File: src/rtl/per_owner_event_pool_top_assert.svh
// assertion macros used by the event pool datapath
`ifndef PER_OWNER_EVENT_POOL_TOP_ASSERT_SVH
`define PER_OWNER_EVENT_POOL_TOP_ASSERT_SVH
`ifndef ASSERT_OFF
// implication property checked at every clock edge outside reset
`define PEP_ASSERT(lbl, clk, rstn, prop, msg) \
  lbl: assert property (@(posedge clk) disable iff (!rstn) prop) else $error(msg);
// condition that must never hold outside reset
`define PEP_ASSERT_NEVER(lbl, clk, rstn, expr, msg) \
  lbl: assert property (@(posedge clk) disable iff (!rstn) !(expr)) else $error(msg);
`else
`define PEP_ASSERT(lbl, clk, rstn, prop, msg)
`define PEP_ASSERT_NEVER(lbl, clk, rstn, expr, msg)
`endif
`endif

File: src/rtl/pep_pkg.sv
// types and constants of the per-owner event pool
package pep_pkg;
  localparam int POOL_SLOTS  = 16;
  localparam int OWNER_COUNT = 4;
  localparam int ID_LIMIT    = 16;
  localparam int DATA_WIDTH  = 32;

  localparam int REQ_W   = 2;
  localparam int OWN_W   = 2;
  localparam int SLOT_W  = 4;
  localparam int ID_W    = 4;
  localparam int STAT_W  = 3;
  localparam int PAY_W   = 32;
  localparam int CNT_W   = $clog2(ID_LIMIT + 1);
  localparam int ENTRY_W = OWN_W + ID_W + DATA_WIDTH;

  typedef enum logic [REQ_W-1:0] {
    REQ_INSERT = 2'd0,
    REQ_GET    = 2'd1,
    REQ_REMOVE = 2'd2,
    REQ_NOP    = 2'd3
  } req_t;

  typedef enum logic [STAT_W-1:0] {
    ST_OK    = 3'd0,
    ST_LIMIT = 3'd1,
    ST_FULL  = 3'd2,
    ST_NONE  = 3'd3,
    ST_FREE  = 3'd4
  } status_t;

  typedef enum logic [2:0] {
    S_IDLE,
    S_CHECK,
    S_SCAN,
    S_DRAIN,
    S_FETCH,
    S_FWAIT,
    S_COMMIT
  } state_t;

  // controller to datapath
  typedef struct packed {
    logic load;
    logic scan_clr;
    logic scan_step;
    logic fetch;
    logic commit;
  } cmd_t;

  // datapath to controller
  typedef struct packed {
    logic early;
    logic is_remove;
    logic is_get;
    logic scan_last;
    logic out_free;
  } sts_t;
endpackage

File: src/rtl/pep_in_if.sv
// request channel
interface pep_in_if;
  logic                     valid;
  logic                     ready;
  logic [pep_pkg::REQ_W-1:0]  req_type;
  logic [pep_pkg::OWN_W-1:0]  owner;
  logic [pep_pkg::PAY_W-1:0]  payload;
  logic [pep_pkg::SLOT_W-1:0] slot;
  modport source (output valid, req_type, owner, payload, slot, input ready);
  modport sink (input valid, req_type, owner, payload, slot, output ready);
endinterface

File: src/rtl/pep_out_if.sv
// result channel
interface pep_out_if;
  logic                      valid;
  logic                      ready;
  logic [pep_pkg::STAT_W-1:0] status;
  logic [pep_pkg::ID_W-1:0]   event_id;
  logic [pep_pkg::PAY_W-1:0]  event_payload;
  modport source (output valid, status, event_id, event_payload, input ready);
  modport sink (input valid, status, event_id, event_payload, output ready);
endinterface

File: src/rtl/pep_ram.sv
// generic single-port-write ram with registered read
module pep_ram #(
  parameter int WIDTH = 8,
  parameter int DEPTH = 16
) (
  input  logic                     clk,
  input  logic                     we,
  input  logic [$clog2(DEPTH)-1:0] waddr,
  input  logic [WIDTH-1:0]         wdata,
  input  logic                     re,
  input  logic [$clog2(DEPTH)-1:0] raddr,
  output logic [WIDTH-1:0]         rdata
);
  logic [WIDTH-1:0] mem_r [DEPTH];
  logic [WIDTH-1:0] rdata_r;

  // write port
  always_ff @(posedge clk) begin
    if (we) begin
      mem_r[waddr] <= wdata;
    end
  end

  // registered read port, holds between reads
  always_ff @(posedge clk) begin
    if (re) begin
      rdata_r <= mem_r[raddr];
    end
  end

  assign rdata = rdata_r;
endmodule

File: src/rtl/pep_ctrl.sv
// sequencer for check, slot scan, fetch and commit of one request
module pep_ctrl (
  input  logic          clk,
  input  logic          rst_n,
  input  logic          in_valid,
  output logic          in_ready,
  input  pep_pkg::sts_t sts,
  output pep_pkg::cmd_t cmd
);
  import pep_pkg::*;

  state_t state_r, state_nxt;

  // state register
  always_ff @(posedge clk) begin
    if (!rst_n) begin
      state_r <= S_IDLE;
    end else begin
      state_r <= state_nxt;
    end
  end

  // next state
  always_comb begin
    state_nxt = state_r;
    case (state_r)
      S_IDLE: begin
        if (in_valid) state_nxt = S_CHECK;
      end
      S_CHECK: begin
        if (sts.early) state_nxt = S_COMMIT;
        else if (sts.is_remove) state_nxt = S_FWAIT;
        else state_nxt = S_SCAN;
      end
      S_SCAN: begin
        if (sts.scan_last) state_nxt = S_DRAIN;
      end
      S_DRAIN: begin
        state_nxt = sts.is_get ? S_FETCH : S_COMMIT;
      end
      S_FETCH:  state_nxt = S_FWAIT;
      S_FWAIT:  state_nxt = S_COMMIT;
      S_COMMIT: begin
        if (sts.out_free) state_nxt = S_IDLE;
      end
      default:  state_nxt = S_IDLE;
    endcase
  end

  // outputs
  always_comb begin
    cmd      = '0;
    in_ready = 1'b0;
    case (state_r)
      S_IDLE: begin
        in_ready = 1'b1;
        cmd.load = in_valid;
      end
      S_CHECK: begin
        cmd.scan_clr = 1'b1;
        cmd.fetch    = !sts.early && sts.is_remove;
      end
      S_SCAN:   cmd.scan_step = 1'b1;
      S_FETCH:  cmd.fetch = 1'b1;
      S_COMMIT: cmd.commit = sts.out_free;
      default:  cmd = '0;
    endcase
  end
endmodule

File: src/rtl/pep_dpath.sv
// pool state, slot store, scan accumulators and result register
module pep_dpath (
  input  logic                       clk,
  input  logic                       rst_n,
  input  pep_pkg::cmd_t              cmd,
  output pep_pkg::sts_t              sts,
  input  logic [pep_pkg::REQ_W-1:0]  in_req_type,
  input  logic [pep_pkg::OWN_W-1:0]  in_owner,
  input  logic [pep_pkg::PAY_W-1:0]  in_payload,
  input  logic [pep_pkg::SLOT_W-1:0] in_slot,
  output logic                       out_valid,
  input  logic                       out_ready,
  output logic [pep_pkg::STAT_W-1:0] out_status,
  output logic [pep_pkg::ID_W-1:0]   out_event_id,
  output logic [pep_pkg::PAY_W-1:0]  out_event_payload
);
  import pep_pkg::*;
  `include "per_owner_event_pool_top_assert.svh"

  // latched request
  req_t              req_r;
  logic [OWN_W-1:0]  own_r;
  logic [PAY_W-1:0]  pay_r;
  logic [SLOT_W-1:0] slot_r;

  // pool bookkeeping
  logic [POOL_SLOTS-1:0] used_r, used_nxt;
  logic [CNT_W-1:0]      cnt_r [OWNER_COUNT];
  logic [CNT_W-1:0]      cnt_nxt [OWNER_COUNT];
  logic [ID_W-1:0]       cur_r [OWNER_COUNT];
  logic [ID_W-1:0]       cur_nxt [OWNER_COUNT];

  // scan
  logic [SLOT_W-1:0] scan_cnt_r;
  logic              acc_vld_r;
  logic [SLOT_W-1:0] acc_idx_r;
  logic              a_vld_r, b_vld_r;
  logic [ID_W-1:0]   a_id_r, b_id_r;
  logic [SLOT_W-1:0] a_slot_r, b_slot_r;

  // result register
  logic              out_valid_r;
  status_t           out_status_r;
  logic [ID_W-1:0]   out_id_r;
  logic [PAY_W-1:0]  out_pay_r;

  // ram ports
  logic              ram_we, ram_re;
  logic [SLOT_W-1:0] ram_waddr, ram_raddr;
  logic [ENTRY_W-1:0] ram_wdata, ram_rdata;
  logic [OWN_W-1:0]  e_own;
  logic [ID_W-1:0]   e_id;
  logic [DATA_WIDTH-1:0] e_dat;

  logic              any_free;
  logic [SLOT_W-1:0] free_loc;
  logic              early;
  status_t           early_stat;
  logic [ID_W-1:0]   cur;
  logic              hit, in_hi;
  logic [ID_W-1:0]   new_id;
  logic              found;
  logic [SLOT_W-1:0] sel_slot;
  logic              cnt_dec_en;
  logic [OWN_W-1:0]  cnt_dec_own;

  assign e_own = ram_rdata[ENTRY_W-1 -: OWN_W];
  assign e_id  = ram_rdata[DATA_WIDTH +: ID_W];
  assign e_dat = ram_rdata[DATA_WIDTH-1:0];
  assign cur   = cur_r[own_r];

  // first free slot
  always_comb begin
    any_free = 1'b0;
    free_loc = '0;
    for (int i = POOL_SLOTS - 1; i >= 0; i--) begin
      if (!used_r[i]) begin
        any_free = 1'b1;
        free_loc = SLOT_W'(i);
      end
    end
  end

  // request checks that end without a scan
  always_comb begin
    early      = 1'b0;
    early_stat = ST_OK;
    case (req_r)
      REQ_INSERT: begin
        if (32'(own_r) >= OWNER_COUNT || 32'(cnt_r[own_r]) >= ID_LIMIT) begin
          early = 1'b1; early_stat = ST_LIMIT;
        end else if (!any_free) begin
          early = 1'b1; early_stat = ST_FULL;
        end
      end
      REQ_GET: begin
        if (32'(own_r) >= OWNER_COUNT || cnt_r[own_r] == '0) begin
          early = 1'b1; early_stat = ST_NONE;
        end
      end
      REQ_REMOVE: begin
        if (32'(slot_r) >= POOL_SLOTS || !used_r[slot_r]) begin
          early = 1'b1; early_stat = ST_FREE;
        end
      end
      default: begin
        early = 1'b1; early_stat = ST_OK;
      end
    endcase
  end

  assign sts.early     = early;
  assign sts.is_remove = (req_r == REQ_REMOVE);
  assign sts.is_get    = (req_r == REQ_GET);
  assign sts.scan_last = (32'(scan_cnt_r) == POOL_SLOTS - 1);
  assign sts.out_free  = !out_valid_r || out_ready;

  // get picks lowest id at or above cursor, else lowest overall
  assign found    = a_vld_r || b_vld_r;
  assign sel_slot = a_vld_r ? a_slot_r : b_slot_r;

  // insert id: above highest at/after cursor, else wrap below cursor
  always_comb begin
    if (!a_vld_r) new_id = '0;
    else if (32'(a_id_r) != ID_LIMIT - 1) new_id = a_id_r + 1'b1;
    else if (b_vld_r) new_id = b_id_r + 1'b1;
    else new_id = '0;
  end

  // ram access
  assign ram_re    = cmd.scan_step || cmd.fetch;
  assign ram_raddr = cmd.scan_step ? scan_cnt_r :
                     (req_r == REQ_REMOVE) ? slot_r : sel_slot;
  assign ram_we    = cmd.commit && !early && (req_r == REQ_INSERT);
  assign ram_waddr = free_loc;
  assign ram_wdata = {own_r, new_id, DATA_WIDTH'(pay_r)};

  pep_ram #(.WIDTH(ENTRY_W), .DEPTH(POOL_SLOTS)) u_ram (
    .clk   (clk),
    .we    (ram_we),
    .waddr (ram_waddr),
    .wdata (ram_wdata),
    .re    (ram_re),
    .raddr (ram_raddr),
    .rdata (ram_rdata)
  );

  // request latch
  always_ff @(posedge clk) begin
    if (cmd.load) begin
      req_r  <= req_t'(in_req_type);
      own_r  <= in_owner;
      pay_r  <= in_payload;
      slot_r <= in_slot;
    end
  end

  // scan counter and read tracking
  always_ff @(posedge clk) begin
    if (!rst_n) begin
      acc_vld_r <= 1'b0;
    end else begin
      acc_vld_r <= cmd.scan_step;
    end
    acc_idx_r <= scan_cnt_r;
    if (cmd.scan_clr) scan_cnt_r <= '0;
    else if (cmd.scan_step) scan_cnt_r <= scan_cnt_r + 1'b1;
  end

  // scan accumulators
  assign hit   = acc_vld_r && used_r[acc_idx_r] && (e_own == own_r);
  assign in_hi = (e_id >= cur);

  always_ff @(posedge clk) begin
    if (cmd.scan_clr) begin
      a_vld_r <= 1'b0;
      b_vld_r <= 1'b0;
    end else if (hit) begin
      if (req_r == REQ_INSERT) begin
        if (in_hi && (!a_vld_r || e_id > a_id_r)) begin
          a_vld_r <= 1'b1; a_id_r <= e_id; a_slot_r <= acc_idx_r;
        end
        if (!in_hi && (!b_vld_r || e_id > b_id_r)) begin
          b_vld_r <= 1'b1; b_id_r <= e_id; b_slot_r <= acc_idx_r;
        end
      end else begin
        if (in_hi && (!a_vld_r || e_id < a_id_r)) begin
          a_vld_r <= 1'b1; a_id_r <= e_id; a_slot_r <= acc_idx_r;
        end
        if (!b_vld_r || e_id < b_id_r) begin
          b_vld_r <= 1'b1; b_id_r <= e_id; b_slot_r <= acc_idx_r;
        end
      end
    end
  end

  // commit: bookkeeping next values
  always_comb begin
    used_nxt    = used_r;
    cur_nxt     = cur_r;
    cnt_nxt     = cnt_r;
    cnt_dec_en  = 1'b0;
    cnt_dec_own = e_own;
    if (cmd.commit && !early) begin
      case (req_r)
        REQ_INSERT: begin
          used_nxt[free_loc] = 1'b1;
          cnt_nxt[own_r]     = cnt_r[own_r] + 1'b1;
        end
        REQ_GET: begin
          if (found) begin
            if (!a_vld_r) cur_nxt[own_r] = '0;
            else if (32'(cur) == ID_LIMIT - 1) cur_nxt[own_r] = '0;
            else cur_nxt[own_r] = cur + 1'b1;
            used_nxt[sel_slot] = 1'b0;
            cnt_dec_en = 1'b1;
          end
        end
        REQ_REMOVE: begin
          used_nxt[slot_r] = 1'b0;
          cnt_dec_en = 1'b1;
        end
        default: cnt_dec_en = 1'b0;
      endcase
      if (cnt_dec_en && 32'(cnt_dec_own) < OWNER_COUNT && cnt_r[cnt_dec_own] != '0) begin
        cnt_nxt[cnt_dec_own] = cnt_r[cnt_dec_own] - 1'b1;
      end
    end
  end

  // bookkeeping registers
  always_ff @(posedge clk) begin
    if (!rst_n) begin
      used_r <= '0;
      for (int i = 0; i < OWNER_COUNT; i++) begin
        cnt_r[i] <= '0;
        cur_r[i] <= '0;
      end
    end else begin
      used_r <= used_nxt;
      cnt_r  <= cnt_nxt;
      cur_r  <= cur_nxt;
    end
  end

  // result register
  always_ff @(posedge clk) begin
    if (!rst_n) begin
      out_valid_r <= 1'b0;
    end else if (cmd.commit) begin
      out_valid_r <= 1'b1;
    end else if (out_ready) begin
      out_valid_r <= 1'b0;
    end
    if (cmd.commit) begin
      out_status_r <= early_stat;
      out_id_r     <= '0;
      out_pay_r    <= '0;
      if (!early) begin
        case (req_r)
          REQ_INSERT: out_id_r <= new_id;
          REQ_GET: begin
            if (found) begin
              out_id_r  <= e_id;
              out_pay_r <= PAY_W'(e_dat);
            end else begin
              out_status_r <= ST_NONE;
            end
          end
          default: out_id_r <= '0;
        endcase
      end
    end
  end

  assign out_valid         = out_valid_r;
  assign out_status        = out_status_r;
  assign out_event_id      = out_id_r;
  assign out_event_payload = out_pay_r;

  `PEP_ASSERT(a_commit_room, clk, rst_n, cmd.commit |-> (!out_valid_r || out_ready), "commit without room")
  `PEP_ASSERT_NEVER(a_step_and_commit, clk, rst_n, cmd.scan_step && cmd.commit, "scan during commit")
  `PEP_ASSERT(a_insert_fills, clk, rst_n, ram_we |=> used_r[$past(free_loc)], "insert slot not marked used")
  `PEP_ASSERT_NEVER(a_count_range, clk, rst_n, 32'(cnt_r[0]) > ID_LIMIT, "owner count past limit")
endmodule

File: src/rtl/per_owner_event_pool_top.sv
// Event pool for four owners over sixteen shared slots. One request is handled at a time:
// a check cycle, then insert and get sweep all slots once through the slot store (one
// read per cycle) and get reads the chosen slot again, while remove reads only its own
// slot and refused requests go straight from the check to the result beat.
// The single read port of the slot store paces the sweep. A new request is taken in
// the cycle after the result is registered, while that result may still wait to be taken.
// Every request gives exactly one result beat. The slot store needs no clearing pass.
module per_owner_event_pool_top (
  input logic       clk,
  input logic       rst_n,
  pep_in_if.sink    in_ch,
  pep_out_if.source out_ch
);
  import pep_pkg::*;

  cmd_t cmd;
  sts_t sts;

  pep_ctrl u_ctrl (
    .clk      (clk),
    .rst_n    (rst_n),
    .in_valid (in_ch.valid),
    .in_ready (in_ch.ready),
    .sts      (sts),
    .cmd      (cmd)
  );

  pep_dpath u_dpath (
    .clk               (clk),
    .rst_n             (rst_n),
    .cmd               (cmd),
    .sts               (sts),
    .in_req_type       (in_ch.req_type),
    .in_owner          (in_ch.owner),
    .in_payload        (in_ch.payload),
    .in_slot           (in_ch.slot),
    .out_valid         (out_ch.valid),
    .out_ready         (out_ch.ready),
    .out_status        (out_ch.status),
    .out_event_id      (out_ch.event_id),
    .out_event_payload (out_ch.event_payload)
  );
endmodule

File: src/flat_wrapper.sv
// flat-port wrapper written by rule: the top's interface ports become plain ports
module per_owner_event_pool_top_flat import pep_pkg::*;
  (clk, rst_n, in_ch_valid, in_ch_req_type, in_ch_owner, in_ch_payload, in_ch_slot, in_ch_ready, out_ch_valid, out_ch_status, out_ch_event_id, out_ch_event_payload, out_ch_ready);
  pep_in_if in_ch_i ();
  pep_out_if out_ch_i ();
  input logic clk;
  input logic rst_n;
  input wire logic [$bits(in_ch_i.valid)-1:0] in_ch_valid;
  input wire logic [$bits(in_ch_i.req_type)-1:0] in_ch_req_type;
  input wire logic [$bits(in_ch_i.owner)-1:0] in_ch_owner;
  input wire logic [$bits(in_ch_i.payload)-1:0] in_ch_payload;
  input wire logic [$bits(in_ch_i.slot)-1:0] in_ch_slot;
  output wire logic [$bits(in_ch_i.ready)-1:0] in_ch_ready;
  output wire logic [$bits(out_ch_i.valid)-1:0] out_ch_valid;
  output wire logic [$bits(out_ch_i.status)-1:0] out_ch_status;
  output wire logic [$bits(out_ch_i.event_id)-1:0] out_ch_event_id;
  output wire logic [$bits(out_ch_i.event_payload)-1:0] out_ch_event_payload;
  input wire logic [$bits(out_ch_i.ready)-1:0] out_ch_ready;
  assign in_ch_i.valid = in_ch_valid;
  assign in_ch_i.req_type = in_ch_req_type;
  assign in_ch_i.owner = in_ch_owner;
  assign in_ch_i.payload = in_ch_payload;
  assign in_ch_i.slot = in_ch_slot;
  assign in_ch_ready = in_ch_i.ready;
  assign out_ch_valid = out_ch_i.valid;
  assign out_ch_status = out_ch_i.status;
  assign out_ch_event_id = out_ch_i.event_id;
  assign out_ch_event_payload = out_ch_i.event_payload;
  assign out_ch_i.ready = out_ch_ready;
  per_owner_event_pool_top u_core (.clk(clk), .rst_n(rst_n), .in_ch(in_ch_i), .out_ch(out_ch_i));
endmodule
File: config.mk
export PLATFORM = sky130hd
export DESIGN_NAME = per_owner_event_pool_top_flat
export DESIGN_NICKNAME = d
export VERILOG_FILES = /design/src/rtl/pep_pkg.sv /design/src/rtl/pep_in_if.sv /design/src/rtl/pep_out_if.sv /design/src/rtl/pep_ram.sv /design/src/rtl/pep_ctrl.sv /design/src/rtl/pep_dpath.sv /design/src/rtl/per_owner_event_pool_top.sv /design/src/flat_wrapper.sv
export VERILOG_INCLUDE_DIRS = /design/src /design/src/rtl
export SDC_FILE = /design/constraint.sdc
export NUM_CORES = 1
export LEC_CHECK = 0
export ABC_AREA = 0
export BUFFER_PORTS_ARGS = -buffer_cell sky130_fd_sc_hd__buf_4
export CORE_MARGIN = 10
export CORE_UTILIZATION = 55
export CTS_BUF_LIST = sky130_fd_sc_hd__clkbuf_8
export CTS_CLUSTER_DIAMETER = 60
export CTS_CLUSTER_SIZE = 28
export DETAILED_ROUTE_END_ITERATION = 8
export GPL_ROUTABILITY_DRIVEN = 0
export MAX_ROUTING_LAYER = met4
export PLACE_DENSITY = 0.82
export SYNTH_ARGS = -nofsm -noshare
export SYNTH_HDL_FRONTEND = slang
export SYNTH_SLANG_ARGS = --single-unit
File: constraint.sdc
create_clock -name clk -period 7.24 [get_ports clk]
set_input_delay 1.448 -clock clk [delete_from_list [all_inputs] [get_ports clk]]
set_output_delay 1.448 -clock clk [all_outputs]
set_load 0.01 [all_outputs]
## Word level (Yosys, flattened, before mapping)

Memories as Yosys holds them, arrays and structs flattened. A register that Yosys moved wholly into a read port is not among the register bits.
Index checks and enable logic that the tools add are counted.

- Register bits after elaboration: 162
- Bits in latches: 0
- Bits in writable memories: 608
- ROM bits: 0
- Input port bits: 44
- Output and inout bits: 41
- Word-level logic and storage cells: 249
- Memories kept: 1

Memory list:

| name | words | width | rd ports | clocked after memory_dff | write ports | line | RTL |
|---|---|---|---|---|---|---|---|
| u_core.u_dpath.u_ram.mem_r | 16 | 38 | 1 | 1 | 1 | pep_ram.sv:14 | `logic [WIDTH-1:0] mem_r [DEPTH];` |

- Add/subtract/negate cells: 6
- Multipliers: 0
- Divide/modulo/power cells: 0
- Magnitude comparators: 17
- Eq/ne operators: 18
- Shift-type cells: 0
- Muxes and demuxes: 126
- Bitwise gates (word level): 12
- Reduce and logical (&&, ||, !) cells: 42

Operators with widths:

| cell | number |
|---|---|
| 4-bit two-way mux | 38 |
| 20-bit two-way mux | 3 |
| 16-bit AND | 3 |
| 16-bit two-way mux | 3 |
| 16-bit NOT | 3 |
| 16-bit one-hot mux with 3 select lines | 1 |
| 1-bit two-way mux | 42 |
| 20-bit bitwise mux | 2 |
| 5-bit two-way mux | 6 |
| 3-bit two-way mux | 9 |
| 3-bit one-hot mux with 7 select lines | 1 |
| 5-bit binary-select mux with 2-bit select | 2 |
| 5-bit demux with 2-bit select | 2 |
| 4-bit by 5-bit < comparator with 1-bit output (second input constant) | 4 |
| 4-bit by 1-bit adder with 4-bit output (second input constant) | 4 |
| 16-bit bitwise mux | 1 |
| 16-bit bitwise OR | 1 |
| 3-bit AND reduction | 5 |
| 1-bit logical AND | 14 |
| 1-bit demux with 4-bit select | 3 |
| 4-bit by 1-bit >= comparator with 1-bit output (second input constant) | 3 |
| 3-bit equality test (second input constant) | 3 |
| 3-bit one-hot mux with 3 select lines | 1 |
| 1-bit binary-select mux with 4-bit select | 2 |
| other kinds (35) | 65 |

## Depth between registers and ports, before layout

- Depth after elaboration: 24
- Gate-level depth with buffers: 14
- Gate-level depth less buffers: 10

## Modules after synthesis

From an unflattened synthesis, not the netlist that was laid out.

- Cell total of the unflattened synthesis: 1732
- Area total of the unflattened synthesis: 32120.8 um2

Modules (own cells, without submodules):

| module | instances | cells an instance | area an instance (um2) | seq. area each (um2) |
|---|---|---|---|---|
| pep_ram | 1 | 989 | 23950.5 | 19398.6 |
| pep_dpath | 1 | 709 | 7920.1 | 4134.0 |
| pep_ctrl | 1 | 34 | 250.2 | 60.1 |

## Worst setup path after synthesis

No wires, ideal clock.

- Kind: input to register
- Start point: input port out_ch_ready
- End point: memory u_core.u_dpath.u_ram.mem_r[11][0] in the netlist's numbering, enable pin
- Library setup time: 433 ps
- Arrival: 6993 ps
- Required time: 6807 ps
- Setup slack: -186 ps
- Cell stages on the path: 7
- Path buffers: 1
- Cell sequence: nor2b_1 -> nor3_1 -> nand3_2 -> buf_2 -> nor3_1 -> nand3b_1 -> nor2_1

RTL lines:

| what | line | RTL |
|---|---|---|
| start, declared | flat_wrapper.sv:18 | `input wire logic [$bits(out_ch_i.ready)-1:0] out_ch_ready;` |
| end, declared | pep_ram.sv:14 |  |

## Worst setup path in the final report

- Start point: register u_core.u_dpath.own_r[0]
- End point: memory u_core.u_dpath.u_ram.mem_r[5][1] in the netlist's numbering, enable pin

- Longest elaborated chain between the ends: 12
- Elaborated cells between the ends (all ways): 14
- Those cells by class: order compare (1); mux (8); bitwise (1); reduce/logical (4)

Ends and longest elaborated chain:

| what | line | RTL |
|---|---|---|
| start, declared | pep_dpath.sv:22 | `logic [OWN_W-1:0] own_r;` |
| start signal, assigned | pep_dpath.sv:152 | `own_r <= in_owner;` |
| 2-bit NOT with 3-bit output (implied by the code) (*) | pep_dpath.sv:90, pep_dpath.sv:97 |  |
| 5-bit binary-select mux with 2-bit select (*) | pep_dpath.sv:90, pep_dpath.sv:97 |  |
| 5-bit two-way mux (implied by the code) (*) (2 in series) | pep_dpath.sv:90, pep_dpath.sv:97 |  |
| 5-bit >= comparator or 5-bit zero test (tied branches) | pep_dpath.sv:90, pep_dpath.sv:97 |  |
| 1-bit two-way mux (on tied branches) | pep_dpath.sv:90, pep_dpath.sv:97 |  |
| 1-bit one-hot mux with 3 select lines (*) | pep_dpath.sv:88 | `case (req_r)` |
| 1-bit zero test (*) | pep_dpath.sv:134 | `assign ram_we = cmd.commit && !early && (req_r == REQ_INSERT);` |
| 1-bit logical AND (*) (2 in series) | pep_dpath.sv:134 |  |
| 1-bit two-way mux (*) | pep_ram.sv:19 | `if (we) begin` |
| 1-bit two-way mux (implied by the code) (*) | pep_ram.sv:20 | `mem_r[waddr] <= wdata;` |

Mark *: on every way between the ends. The rest lies on a longest branch, timed or not. The select of a mux whose other input is x is not followed.

==> summary.txt <==
Logic synthesis
  – Cell area after synthesis: 0.0331 mm²
  – Syn. warnings: 0
  – Synthesized area per cell: 14.5 µm²
  – Yosys reg bits: 808
  – Post-synth net total: 2,342
  – EDFF count, synth: 741
  – Cells after synthesis: 2,274
  – Count of cell types in the netlist: 60
  – Sequential area share after synthesis: 71.4%
  – Top FF cell, synth: edfxtp_1
  – Ys async rst share: 0%

Floorplanning
  – Row cnt: 89
  – Vert. Die Dim: 265 µm
  – Die area: 0.0703 mm²
  – Core Region: 0.0592 mm²
  – Die width: 265 µm
  – Boundary Pins: 85
  – Starting Density: 55.8%

Layout
  – Most common cell after layout, fill and taps aside: edfxtp_1
  – Most frequent cells in the layout: edfxtp_1 (741), nand2_1 (271), and2_1 (156)
  – Layout area overhead: 7.83%
  – Nets@finish: 2,369
  – Layout cells sized above 1: 13.1%

Min path
  – HP Class: reg2reg
  – Min-Delay Path Depth: 0

Timing
  – RSZ-0062 raised after global routing: no
  – Max Clk Rate: 208 MHz
  – Min Tclk post-route: 4820 ps
  – Final clock skew: 50.1 ps
  – Slew HR: 15.9%
  – TNS Setup: 0 ps
  – Final hold vios: 0
  – Setup-failing EPs final: 0
  – Hold WS: 423 ps
  – Final Slew Violations: 0
  – Worst Tran Pin Value: 1260 ps
  – Tcrit/Tclk final: 66.5%

Detailed routing
  – DRT Pass-1 Iters: 5
  – Initial DRC Count: 2,342
  – DRC Markers: 0
  – WL final: 73,300 µm
  – Post-route ant nets: 0
  – Vias/cell: 6.33
  – Vias: 19,700
  – Wire per inst: 23.6 µm

Clock tree
  – Number of setup buffers added after CTS: 0
  – CTS sink cnt: 808
  – Worst-skew pair later-pin latency: 720 ps
  – H-tree lvl count: 2
  – Post_cts resized: 0
  – Max Buffers Root-to-Sink: 3
  – Cts hold-fix bufs: 0
  – CTS tree: yes
  – Root Driver: clkbuf_8
  – Num CTS Buffers: 44
  – Clk slew on worst S/H paths: 140 ps

Global routing
  – Largest net degree at the start of global routing: 196
  – Global route total overflow: 0
  – Layer with the highest usage: met2
  – First-pass GRT wire length: 112,000 µm
  – Initial antenna violation count: 1
  – Met3 usage: 4.73%
  – Total Routing Usage GR: 20.8%
  – GR Util met2: 33.1%
  – Met1 usage: 26.6%
  – Vias in the first global route: 19,200

Worst setup path
  – Required @ worst endpoint: 7630 ps
  – Worst path depth: 12
  – Critical Path Source Type: flip-flop
  – Worst path arrival time: 5210 ps
  – Crit end category: flip-flop
  – Peak per-stage delay on the critical path: 820 ps
  – Worst r2r path cells: 12
  – Delay-heaviest family, CP: simple AND/OR/NAND/NOR gates
  – Slowest cell on crit path: nor2_4
  – Crit path cell chain: buf_4 -> mux4_2 -> inv_1 -> ha_1 -> nand2_1 -> nor4_1 -> a2111oi_2 -> nand3_2 -> nor3_1 -> nand2_1 -> nor2_4 -> buf_4
  – Worst path bufs/invs: 3
  – Max Fanout on Critical Path: 32
  – Worst Setup Path Type: reg2reg

Flow run
  – Max_cap viols: 0

Placed design
  – Quantity of I/O buffers inserted on ports: 84
  – DP Wirelength: 42,800 µm

Power
  – Design Power: 9.86 mW
  – Pleak: 11.9 nW
  – Pwr Density: 276 mW/mm²
  – Worst VDD drop: 240 µV

Outcome
  – Status: finished, final reports clean
[cell usage after synthesis (3+ instances only)]
| cell type | instances | area share [%] |
|---|---|---|
| a211oi_1 | 114 | 2.6 |
| a21o_1 | 8 | 0.18 |
| a21oi_1 | 47 | 0.71 |
| a221o_1 | 38 | 1.2 |
| a22oi_1 | 4 | 0.091 |
| a31oi_1 | 79 | 1.5 |
| and2_1 | 157 | 3.0 |
| and3_1 | 43 | 0.81 |
| buf_1 | 6 | 0.068 |
| buf_2 | 21 | 0.32 |
| buf_4 | 3 | 0.068 |
| clkbuf_1 | 110 | 1.2 |
| dfxtp_1 | 67 | 4.1 |
| edfxtp_1 | 741 | 67 |
| ha_1 | 24 | 0.91 |
| inv_1 | 22 | 0.25 |
| mux2_2 | 43 | 1.5 |
| mux2i_1 | 100 | 3.0 |
| mux4_2 | 21 | 1.4 |
| nand2_1 | 273 | 3.1 |
| nand2b_1 | 11 | 0.21 |
| nand3_1 | 13 | 0.20 |
| nand3b_1 | 8 | 0.18 |
| nand4_1 | 8 | 0.15 |
| nor2_1 | 92 | 1.0 |
| nor2b_1 | 7 | 0.13 |
| nor3_1 | 28 | 0.42 |
| nor3b_1 | 7 | 0.16 |
| nor4_1 | 9 | 0.17 |
| nor4b_1 | 3 | 0.079 |
| o211ai_1 | 9 | 0.20 |
| o21a_1 | 5 | 0.11 |
| o21ai_0 | 38 | 0.58 |
| o221a_1 | 7 | 0.24 |
| o221a_2 | 10 | 0.34 |
| o22ai_1 | 14 | 0.26 |
| o31a_1 | 3 | 0.079 |
| o32ai_1 | 39 | 1.0 |
| xnor2_1 | 6 | 0.16 |
| xor2_1 | 10 | 0.26 |
[flip-flops by register name (all words and copies together) (netlist names), 2 cells and up]
name / cells
u_core.u_dpath.out_event_id: 4
u_core.u_ctrl.state_r: 3
u_core.u_dpath.pay_r: 32
u_core.u_dpath.scan_cnt_r: 4
u_core.u_dpath.a_id_r: 4
u_core.u_dpath.own_r: 2
u_core.u_dpath.u_ram.mem_r: 608
u_core.u_dpath.used_r: 16
u_core.u_dpath.slot_r: 4
u_core.u_dpath.cur_r: 16
u_core.u_dpath.b_slot_r: 4
u_core.u_dpath.out_event_payload: 32
u_core.u_dpath.req_r: 2
u_core.u_dpath.u_ram.rdata: 38
u_core.u_dpath.out_status: 3
u_core.u_dpath.cnt_r: 20
u_core.u_dpath.b_id_r: 4
u_core.u_dpath.acc_idx_r: 4
u_core.u_dpath.a_slot_r: 4
[power breakdown]
| part | switching [mW] | total (mW) | internal, mW |
|---|---|---|---|
| logic | 1.22 | 1.93 | 0.708 |
| registers | 0.237 | 5.65 | 5.41 |
| clock network | 1.51 | 2.28 | 0.764 |
[layout make-up]
class	count	area [µm²]
clock buffers	46	633
clock inverters	32	410
flip-flops and latches	808	23600
repair buffers	123	973
fillers	4263	23600
diodes	1	2.50
multi-input cells	1302	8990
inverters	22	82.6
well taps	773	967
[path summary, 6_finish.rpt]
| path | end | start | slack [ps] |
|---|---|---|---|
| min | u_core.u_dpath.acc_idx_r[3] | u_core.u_dpath.scan_cnt_r[3] | 420 |
| max reg2reg | u_core.u_dpath.u_ram.mem_r[5][1] | u_core.u_dpath.own_r[0] | 2420 |
| min reg2reg | u_core.u_dpath.acc_idx_r[3] | u_core.u_dpath.scan_cnt_r[3] | 420 |
| max | u_core.u_dpath.u_ram.mem_r[5][1] | u_core.u_dpath.own_r[0] | 2420 |
[cell families after synthesis]
group	after synthesis	share of synthesized area (%)
fa+ha+maj	24	0.908
xor+xnor	16	0.424
buf+inv	164	2.02
compound gates	431	9.53
simple gates	667	9.84
flops	808	71.4
mux	164	5.92
[through the flow]
stage,utilization (%),setup slack (ps),instance area (µm²),cells
global route,60.2,2190,35700,3107
finish,60.2,2420,35700,3107
CTS,60.2,2500,35600,3106
detailed placement,58.4,2510,34600,3028
floorplan,-,1120,33100,2274
global placement,58.4,2670,34600,3028
[worst register-to-register path: stages, from the launching register on]
cell       delay (ps)
edfxtp_1          400
buf_4             280
mux4_2            450
inv_1             110
ha_1              220
nand2_1            80
nor4_1             90
a2111oi_2         530
nand3_2           140
nor3_1            600
nand2_1           420
nor2_4            820
buf_4             390
[layer usage]
layer,routed length (µm),vias to the layer above
met1,29100,9703
met2,35000,1037
met4,2040,0
met3,7120,163
li1,-,8770
met5,0,-
Note: power is estimated with default switching activity, not from simulation.
